`src/hw/rtl/pll_pkg.sv`:
```
// shared types, constants and lookup functions for the pack locator
package pll_pkg;

    localparam logic [15:0] SCAN_LIMIT_RESET = 16'd4096;
    localparam logic [3:0]  LINE_IDX_MAX     = 4'd10;
    localparam logic [15:0] HDR_LEN          = 16'd4;

    typedef enum logic [1:0] {
        PH_HEADER  = 2'd0,
        PH_PAYLOAD = 2'd1,
        PH_DONE    = 2'd2
    } phase_t;

    typedef struct packed {
        logic [7:0] data_byte;
        logic       last_byte;
    } item_t;

    typedef struct packed {
        logic        found;
        logic [15:0] pack_start;
    } result_t;

    // low nibble is the digit value, top bit marks a valid hex digit
    function automatic logic [4:0] hex_value(input logic [7:0] b);
        logic [4:0] r;
        r = 5'd0;
        if (b >= 8'h30 && b <= 8'h39) begin
            r = {1'b1, 4'(b - 8'h30)};
        end else if (b >= 8'h61 && b <= 8'h66) begin
            r = {1'b1, 4'(b - 8'h57)};
        end else if (b >= 8'h41 && b <= 8'h46) begin
            r = {1'b1, 4'(b - 8'h37)};
        end
        return r;
    endfunction

    function automatic logic [7:0] magic_char(input logic [1:0] idx);
        logic [7:0] c;
        unique case (idx)
            2'd0:    c = 8'h50; // P
            2'd1:    c = 8'h41; // A
            2'd2:    c = 8'h43; // C
            default: c = 8'h4b; // K
        endcase
        return c;
    endfunction

    // prefixes: 0 NAK\n, 1 "ACK ", 2 "shallow ", 3 "unshallow "
    function automatic logic [3:0] prefix_size(input logic [1:0] k);
        logic [3:0] n;
        unique case (k)
            2'd0:    n = 4'd4;
            2'd1:    n = 4'd4;
            2'd2:    n = 4'd8;
            default: n = 4'd10;
        endcase
        return n;
    endfunction

    function automatic logic [7:0] prefix_char(input logic [1:0] k, input logic [3:0] idx);
        logic [7:0] c;
        c = 8'h00;
        unique case (k)
            2'd0: begin
                unique case (idx)
                    4'd0:    c = 8'h4e; // N
                    4'd1:    c = 8'h41; // A
                    4'd2:    c = 8'h4b; // K
                    4'd3:    c = 8'h0a; // newline
                    default: c = 8'h00;
                endcase
            end
            2'd1: begin
                unique case (idx)
                    4'd0:    c = 8'h41; // A
                    4'd1:    c = 8'h43; // C
                    4'd2:    c = 8'h4b; // K
                    4'd3:    c = 8'h20;
                    default: c = 8'h00;
                endcase
            end
            2'd2: begin
                unique case (idx)
                    4'd0:    c = 8'h73; // s
                    4'd1:    c = 8'h68; // h
                    4'd2:    c = 8'h61; // a
                    4'd3:    c = 8'h6c; // l
                    4'd4:    c = 8'h6c; // l
                    4'd5:    c = 8'h6f; // o
                    4'd6:    c = 8'h77; // w
                    4'd7:    c = 8'h20;
                    default: c = 8'h00;
                endcase
            end
            default: begin
                unique case (idx)
                    4'd0:    c = 8'h75; // u
                    4'd1:    c = 8'h6e; // n
                    4'd2:    c = 8'h73; // s
                    4'd3:    c = 8'h68; // h
                    4'd4:    c = 8'h61; // a
                    4'd5:    c = 8'h6c; // l
                    4'd6:    c = 8'h6c; // l
                    4'd7:    c = 8'h6f; // o
                    4'd8:    c = 8'h77; // w
                    4'd9:    c = 8'h20;
                    default: c = 8'h00;
                endcase
            end
        endcase
        return c;
    endfunction

endpackage

```
`src/hw/rtl/pkt_line_pack_locator.sv`:
```
// top level of the pkt-line pack start locator
//
// Takes a response body one byte per word on the s_ channel (s_data_byte,
// s_last_byte) and reports where raw pack data begins on the m_ channel
// (m_found, m_pack_start). Each response yields exactly one result word: at
// the byte where the decision is made, or at the byte flagged s_last_byte.
// Bytes after a decision are consumed silently until the last byte.
// Throughput is one byte per cycle while the receiver is not stalling; a byte
// passes the input register, the parser logic and the result register, and
// its result word then shows on m_valid.
// The cfg channel writes scan_limit (reset 4096); write it only while no
// response is in flight. cfg_ready is always high.
// aresetn is synchronous and active low; it empties both registers, sets
// scan_limit back to 4096 and puts the parser at the start of a response.
// When the receiver stalls, the result word holds and the parser waits, even
// on bytes that give no result; the input register takes one more byte and
// s_ready then stays low until the receiver takes the result word.
module pkt_line_pack_locator (
    input  logic        aclk,
    input  logic        aresetn,
    input  logic        s_valid,
    output logic        s_ready,
    input  logic [7:0]  s_data_byte,
    input  logic        s_last_byte,
    output logic        m_valid,
    input  logic        m_ready,
    output logic        m_found,
    output logic [15:0] m_pack_start,
    input  logic        cfg_valid,
    output logic        cfg_ready,
    input  logic [15:0] cfg_data
);

    logic [15:0]      limit_reg, limit_next;
    logic             item_valid;
    pll_pkg::item_t   item;
    logic             out_free;
    logic             step;
    logic             res_valid;
    pll_pkg::result_t res;

    assign cfg_ready = 1'b1;

    always_comb begin
        limit_next = limit_reg;
        if (cfg_valid && cfg_ready) begin
            limit_next = cfg_data;
        end
    end

    always_ff @(posedge aclk) begin
        if (!aresetn) begin
            limit_reg <= pll_pkg::SCAN_LIMIT_RESET;
        end else begin
            limit_reg <= limit_next;
        end
    end

    // a word moves into the parser only when its result has somewhere to go
    assign step = item_valid && out_free;

    pll_in_stage u_in_stage (
        .aclk        (aclk),
        .aresetn     (aresetn),
        .s_valid     (s_valid),
        .s_ready     (s_ready),
        .s_data_byte (s_data_byte),
        .s_last_byte (s_last_byte),
        .take        (out_free),
        .item_valid  (item_valid),
        .item        (item)
    );

    pll_parser u_parser (
        .aclk       (aclk),
        .aresetn    (aresetn),
        .step       (step),
        .item       (item),
        .scan_limit (limit_reg),
        .res_valid  (res_valid),
        .res        (res)
    );

    pll_out_stage u_out_stage (
        .aclk         (aclk),
        .aresetn      (aresetn),
        .load         (res_valid),
        .res          (res),
        .out_free     (out_free),
        .m_valid      (m_valid),
        .m_ready      (m_ready),
        .m_found      (m_found),
        .m_pack_start (m_pack_start)
    );

endmodule

```
`src/hw/rtl/pll_in_stage.sv`:
```
// input register holding one word ahead of the parser
module pll_in_stage (
    input  logic            aclk,
    input  logic            aresetn,
    input  logic            s_valid,
    output logic            s_ready,
    input  logic [7:0]      s_data_byte,
    input  logic            s_last_byte,
    input  logic            take,
    output logic            item_valid,
    output pll_pkg::item_t  item
);

    logic           in_valid_reg, in_valid_next;
    pll_pkg::item_t in_item_reg, in_item_next;
    logic           s_fire;

    assign s_ready = !in_valid_reg || take;
    assign s_fire  = s_valid && s_ready;

    always_comb begin
        in_valid_next = in_valid_reg;
        in_item_next  = in_item_reg;
        if (s_fire) begin
            in_valid_next = 1'b1;
            in_item_next  = '{data_byte: s_data_byte, last_byte: s_last_byte};
        end else if (take) begin
            in_valid_next = 1'b0;
        end
    end

    always_ff @(posedge aclk) begin
        if (!aresetn) begin
            in_valid_reg <= 1'b0;
        end else begin
            in_valid_reg <= in_valid_next;
        end
        in_item_reg <= in_item_next;
    end

    assign item_valid = in_valid_reg;
    assign item       = in_item_reg;

`ifndef SYNTHESIS
    // a held word that the parser did not take stays put
    a_hold_item: assert property (@(posedge aclk) disable iff (!aresetn)
        in_valid_reg && !take |=> in_valid_reg && $stable(in_item_reg))
        else $error("input word changed before it was taken");
`endif

endmodule

```
`src/hw/rtl/pll_parser.sv`:
```
// pkt-line deframer state and the per-word decision logic
module pll_parser (
    input  logic              aclk,
    input  logic              aresetn,
    input  logic              step,
    input  pll_pkg::item_t    item,
    input  logic [15:0]       scan_limit,
    output logic              res_valid,
    output pll_pkg::result_t  res
);

    pll_pkg::phase_t phase_reg, phase_next;
    logic [1:0]  hdr_count_reg, hdr_count_next;
    logic [15:0] len_reg, len_next;
    logic        hdr_is_pack_reg, hdr_is_pack_next;
    logic        hdr_is_hex_reg, hdr_is_hex_next;
    logic [15:0] left_reg, left_next;
    logic [3:0]  line_idx_reg, line_idx_next;
    logic [3:0]  alive_reg, alive_next;
    logic [16:0] pos_reg, pos_next;

    logic [7:0]  b;
    logic [4:0]  hex;
    logic        limit_hit;
    logic        is_pack_w;
    logic        is_hex_w;
    logic [15:0] len_w;
    logic        hdr_end;
    logic        hdr_bad;
    logic [3:0]  alive_w;
    logic [3:0]  complete_w;
    logic [3:0]  line_idx_w;
    logic [15:0] left_w;
    logic        line_ok;
    logic        hdr_decide;
    logic        pay_decide;
    logic        decided_w;
    logic        found_w;

    assign b          = item.data_byte;
    assign hex        = pll_pkg::hex_value(b);
    assign limit_hit  = (hdr_count_reg == 2'd0) && (pos_reg >= {1'b0, scan_limit});
    assign is_pack_w  = hdr_is_pack_reg && (b == pll_pkg::magic_char(hdr_count_reg));
    assign is_hex_w   = hdr_is_hex_reg && hex[4];
    assign len_w      = {len_reg[11:0], hex[3:0]};
    assign hdr_end    = (hdr_count_reg == 2'd3);
    // lengths 1 to 4 leave no room for any prefix
    assign hdr_bad    = !is_hex_w || ((len_w != 16'd0) && (len_w <= pll_pkg::HDR_LEN));
    assign line_idx_w = (line_idx_reg < pll_pkg::LINE_IDX_MAX) ? line_idx_reg + 4'd1
                                                               : line_idx_reg;
    assign left_w     = left_reg - 16'd1;

    always_comb begin
        for (int k = 0; k < 4; k++) begin
            alive_w[k] = alive_reg[k];
            if (line_idx_reg < pll_pkg::prefix_size(2'(k)) &&
                b != pll_pkg::prefix_char(2'(k), line_idx_reg)) begin
                alive_w[k] = 1'b0;
            end
            complete_w[k] = (line_idx_w >= pll_pkg::prefix_size(2'(k)));
        end
    end

    assign line_ok    = |(alive_w & complete_w);
    assign hdr_decide = (phase_reg == pll_pkg::PH_HEADER) &&
                        (limit_hit || (hdr_end && (is_pack_w || hdr_bad)));
    assign pay_decide = (phase_reg == pll_pkg::PH_PAYLOAD) && (left_w == 16'd0) && !line_ok;
    assign decided_w  = hdr_decide || pay_decide;
    assign found_w    = (phase_reg == pll_pkg::PH_HEADER) && !limit_hit && hdr_end && is_pack_w;

    // next state
    always_comb begin
        phase_next       = phase_reg;
        hdr_count_next   = hdr_count_reg;
        len_next         = len_reg;
        hdr_is_pack_next = hdr_is_pack_reg;
        hdr_is_hex_next  = hdr_is_hex_reg;
        left_next        = left_reg;
        line_idx_next    = line_idx_reg;
        alive_next       = alive_reg;
        pos_next         = pos_reg;
        if (step) begin
            unique case (phase_reg)
                pll_pkg::PH_HEADER: begin
                    if (!limit_hit) begin
                        hdr_count_next = hdr_count_reg + 2'd1;
                        if (hdr_end) begin
                            len_next         = 16'd0;
                            hdr_is_pack_next = 1'b1;
                            hdr_is_hex_next  = 1'b1;
                            if (!is_pack_w && !hdr_bad && len_w != 16'd0) begin
                                left_next     = len_w - pll_pkg::HDR_LEN;
                                line_idx_next = 4'd0;
                                alive_next    = 4'hf;
                                phase_next    = pll_pkg::PH_PAYLOAD;
                            end
                        end else begin
                            len_next         = len_w;
                            hdr_is_pack_next = is_pack_w;
                            hdr_is_hex_next  = is_hex_w;
                        end
                    end
                end
                pll_pkg::PH_PAYLOAD: begin
                    alive_next    = alive_w;
                    line_idx_next = line_idx_w;
                    left_next     = left_w;
                    if (left_w == 16'd0 && line_ok) begin
                        phase_next = pll_pkg::PH_HEADER;
                    end
                end
                default: begin
                end
            endcase
            if (pos_reg != '1) begin
                pos_next = pos_reg + 17'd1;
            end
            if (decided_w) begin
                phase_next = pll_pkg::PH_DONE;
            end
            // end of response rearms the parser
            if (item.last_byte) begin
                phase_next       = pll_pkg::PH_HEADER;
                hdr_count_next   = 2'd0;
                len_next         = 16'd0;
                hdr_is_pack_next = 1'b1;
                hdr_is_hex_next  = 1'b1;
                left_next        = 16'd0;
                line_idx_next    = 4'd0;
                alive_next       = 4'hf;
                pos_next         = 17'd0;
            end
        end
    end

    // result for this word
    always_comb begin
        res_valid = step && (decided_w ||
                    (item.last_byte && phase_reg != pll_pkg::PH_DONE));
        res.found      = decided_w && found_w;
        res.pack_start = (decided_w && found_w) ? pos_reg[15:0] - 16'd3 : 16'd0;
    end

    always_ff @(posedge aclk) begin
        if (!aresetn) begin
            phase_reg       <= pll_pkg::PH_HEADER;
            hdr_count_reg   <= 2'd0;
            len_reg         <= 16'd0;
            hdr_is_pack_reg <= 1'b1;
            hdr_is_hex_reg  <= 1'b1;
            left_reg        <= 16'd0;
            line_idx_reg    <= 4'd0;
            alive_reg       <= 4'hf;
            pos_reg         <= 17'd0;
        end else begin
            phase_reg       <= phase_next;
            hdr_count_reg   <= hdr_count_next;
            len_reg         <= len_next;
            hdr_is_pack_reg <= hdr_is_pack_next;
            hdr_is_hex_reg  <= hdr_is_hex_next;
            left_reg        <= left_next;
            line_idx_reg    <= line_idx_next;
            alive_reg       <= alive_next;
            pos_reg         <= pos_next;
        end
    end

`ifndef SYNTHESIS
    a_rearm: assert property (@(posedge aclk) disable iff (!aresetn)
        step && item.last_byte |=> phase_reg == pll_pkg::PH_HEADER && pos_reg == 17'd0)
        else $error("parser not rearmed after last word");

    a_not_found_zero: assert property (@(posedge aclk) disable iff (!aresetn)
        res_valid && !res.found |-> res.pack_start == 16'd0)
        else $error("offset reported without a pack start");

    a_quiet_when_done: assert property (@(posedge aclk) disable iff (!aresetn)
        step && phase_reg == pll_pkg::PH_DONE && !item.last_byte |-> !res_valid)
        else $error("second result within one response");

    a_header_count: assert property (@(posedge aclk) disable iff (!aresetn)
        phase_reg == pll_pkg::PH_PAYLOAD |-> hdr_count_reg == 2'd0 && left_reg != 16'd0)
        else $error("payload phase entered mid-header or with no bytes left");
`endif

endmodule

```
`src/hw/rtl/pll_out_stage.sv`:
```
// result register toward the receiver
module pll_out_stage (
    input  logic              aclk,
    input  logic              aresetn,
    input  logic              load,
    input  pll_pkg::result_t  res,
    output logic              out_free,
    output logic              m_valid,
    input  logic              m_ready,
    output logic              m_found,
    output logic [15:0]       m_pack_start
);

    logic             m_valid_reg, m_valid_next;
    pll_pkg::result_t res_reg, res_next;

    assign out_free = !m_valid_reg || m_ready;

    always_comb begin
        m_valid_next = m_valid_reg;
        res_next     = res_reg;
        if (load) begin
            m_valid_next = 1'b1;
            res_next     = res;
        end else if (m_ready) begin
            m_valid_next = 1'b0;
        end
    end

    always_ff @(posedge aclk) begin
        if (!aresetn) begin
            m_valid_reg <= 1'b0;
        end else begin
            m_valid_reg <= m_valid_next;
        end
        res_reg <= res_next;
    end

    assign m_valid      = m_valid_reg;
    assign m_found      = res_reg.found;
    assign m_pack_start = res_reg.pack_start;

endmodule

```
`config.mk`:
```
export PLATFORM = sky130hd
export DESIGN_NAME = pkt_line_pack_locator
export DESIGN_NICKNAME = d
export VERILOG_FILES = /design/src/hw/rtl/pll_pkg.sv /design/src/hw/rtl/pkt_line_pack_locator.sv /design/src/hw/rtl/pll_in_stage.sv /design/src/hw/rtl/pll_parser.sv /design/src/hw/rtl/pll_out_stage.sv
export SDC_FILE = /design/constraint.sdc
export NUM_CORES = 1
export LEC_CHECK = 0
export BUFFER_PORTS_ARGS = -buffer_cell sky130_fd_sc_hd__buf_2
export CAP_MARGIN = 20
export CORE_MARGIN = 3
export CORE_UTILIZATION = 35
export CTS_CLUSTER_SIZE = 24
export DETAILED_ROUTE_END_ITERATION = 12
export GPL_TIMING_DRIVEN = 1
export PLACE_DENSITY = 0.59
export SYNTH_ARGS = -nofsm -noshare
export SYNTH_HDL_FRONTEND = slang
export SYNTH_SLANG_ARGS = --single-unit
```
`constraint.sdc`:
```
create_clock -name aclk -period 6 [get_ports aclk]
set_input_delay 1.2 -clock aclk [delete_from_list [all_inputs] [get_ports aclk]]
set_output_delay 1.2 -clock aclk [all_outputs]
set_load 0.05 [all_outputs]
```
==> flow_metrics.tcl <==
set metrics [dict create \
    die_w_microns 147 \
    synthTopCellsByCount "nor2_1 (104), dfxtp_1 (90), nand2_1 (67)" \
    root_buffer "clkbuf_16" \
    drive_gt1_share_pct 12.1 \
    h-tree-depth 4 \
    syn-num-nets 898 \
    grt_util_all_layers_pct 16.0 \
    die_area_sq_um 21700 \
    synth_area_sq_um 6980 \
    drv_slew 0 \
    grt-ovfl-total 0 \
    drt-wirelength-per-cell_microns 15.3 \
    fillers 2025 \
    ys_ff_latch 116 \
    synthArstFlopShare_pct 0 \
    antenna_cells 0 \
    ioPinCount 50 \
    place_area_sq_um 7380 \
    hp-class "reg2reg" \
    drt-initial-drc-count 367 \
    cts_made_buffers 17 \
    p_leak_nw 3.18 \
    clock_latency_ns 0.43 \
    period_share_pct 83.5 \
    cts.repair.resized 0 \
    area_growth_syn_to_layout_pct 14.5 \
    max_slew.worst_pin.slew_ns 1.06 \
    grt_pass1_vias 5604 \
    drv_cap 0 \
    cp_max_fo 16 \
    path_clk_slew_ns 0.05 \
    ys.flop_type "dfxtp_1" \
    antenna_found_initial 0 \
    cp.arrival_ns 5.36 \
    setup_tns_ns 0 \
    synth_top_family_by_area "simple AND/OR/NAND/NOR gates" \
    synth_adder_area_share_pct 6.99 \
    drtAntennaViolNets 0 \
    dr.pass1.iters 5 \
    ctsHoldBuffers 0 \
    dp_hpwl_microns 12300 \
    fin_skew_ns 0.0153 \
    final_area_sq_um 7990 \
    synth-compound-area-share_pct 19.1 \
    grt_pass1_wl_microns 28300 \
    vias 6005 \
    ys_seq_area_share_pct 37.0 \
    yosysMostFrequentCell "nor2_1" \
    avgSynthCellArea_sq_um 8.42 \
    totalWireLength_microns 17400 \
    critPathRequiredTime_ns 6.35 \
    core_sq_um 19500 \
    vias_per_cell 5.30 \
    gp_congestion 0.823 \
    crit_path_end_kind "register" \
    maxSlewHeadroom_pct 28.4 \
    rsz0062_at_grt "no" \
    synth.area.mux_share_pct 2.62 \
    outcome "finished, final reports clean" \
    worstSetupStartpointType "register" \
    fmax_ghz 0.200 \
    vdd_ir_drop_max_v 0.000197 \
    fin_crit_ns 5.01 \
    clock-sinks 116 \
    synth.area.top_cells "dfxtp_1 (26%), edfxtp_1 (11%), ha_1 (7.0%), nor2_1 (5.6%), a21oi_1 (4.2%)" \
    die_h_microns 147 \
    drc 0 \
    synthCells 829 \
    ys_warn_count 0 \
    grt_start_max_net_pins 55 \
    synthSimpleGateAreaFrac_pct 21.7 \
    synth_xor_xnor_area_share_pct 7.15 \
    clk_path_buf_depth 2 \
    synth.largest_area_cell "dfxtp_1" \
    row_count 51 \
    start_util_pct 35.8 \
    path_class "reg2reg" \
    setup_violations 0 \
    portBuffers 48 \
    postCtsSetupBuffers 0 \
    synth_edf_count 26 \
    cts_tree "done" \
    cellPowerDensity_nw_per_um2 263 \
    finalHoldViolCount 0 \
    synth_top_area_share_pct 25.8 \
    synth_cell_types 71 \
    final_nets 924 \
]
cell usage in the layout (no fill, tap or decap), drive strengths merged, types with 11 or more instances in the layout:
master,count
mux2i,16
nand3,28
nor3,15
ha,39
edfxtp,26
clkbuf,25
buf,53
a211oi,13
xnor2,33
nand2,67
xor2,24
nand4,11
inv,45
nor2,104
o21ai,45
nor4,15
dfxtp,90
a21oi,61
cell type report:
class | instances | area (sq um) | area share, %
Timing Repair Buffer | 54 | 283 | 3.54
Clock buffer | 24 | 514 | 6.43
Multi-Input combinational cell | 621 | 4020 | 50.3
Clock inverter | 8 | 95.1 | 1.19
Sequential cell | 116 | 2580 | 32.3
Inverter | 45 | 169 | 2.11
Tap cell | 265 | 332 | 4.15
through the flow:
step	instances	hold WS, ns	setup WS [ns]	power, mW	util [%]
global placement	1100	0.458	1.17	1.07	37.8
global route	1133	0.503	0.698	2.18	40.9
CTS	1132	0.477	1.04	2.12	40.9
detailed placement	1100	0.464	1.03	1.07	37.8
floorplan	829	0.441	1.77	1.02	-
finish	1133	0.474	0.992	2.10	40.9
metal layers:
layer / part of all wire [%] / GRT usage, % / vias up
li1: - / - / 3030
met2: 47 / 25.8 / 89
met3: 2.7 / 3.42 / 22
met1: 49 / 21.4 / 2864
met5: 0 / 0 / -
met4: 1.8 / 5.78 / 0
critical path: stages (launching register included):
cell      delay, ns
edfxtp_1       0.74
inv_1          0.17
ha_1           0.23
nor3b_1        0.43
a311o_1        0.23
nor2_1         0.05
o21ai_0        0.13
o21a_1         0.21
inv_1          0.08
ha_1           0.21
or3_1          0.37
o211ai_1       0.09
and3_4         0.24
a32oi_2        0.19
o21a_1         0.29
o21ai_1        0.33
ha_1           0.26
inv_1          0.09
or2_2          0.31
mux2i_1        0.14
a32o_1         0.14
cells by family (layout without fill, tap and decap cells):
group / Yosys count / after routing
simple gates: 306 / 306
compound gates: 200 / 200
flops: 116 / 116
buf+inv: 92 / 131
xor+xnor: 57 / 57
fa+ha+maj: 39 / 39
mux: 18 / 18
other cells: 1 / 1
where the power goes:
part / switching [mW] / internal (mW)
Sequential: 0.0285 / 0.820
Clock: 0.363 / 0.680
Combinational: 0.132 / 0.0794
Total: 0.523 / 1.58
final timing paths:
path | startpoint | end | slack [ns] | cells after the start
max | u_in_stage.item[2]$_DFFE_PP_ | register | 0.99 | 20
min | u_parser.alive_reg[0]$_SDFFE_PN1N_ | u_parser.alive_reg[0]$_SDFFE_PN1N_ | 0.47 | 2
max reg2reg | u_in_stage.item[2]$_DFFE_PP_ | register | 0.99 | 20
min reg2reg | u_parser.alive_reg[0]$_SDFFE_PN1N_ | u_parser.alive_reg[0]$_SDFFE_PN1N_ | 0.47 | 2
Note: power is estimated with default switching activity, not from simulation.
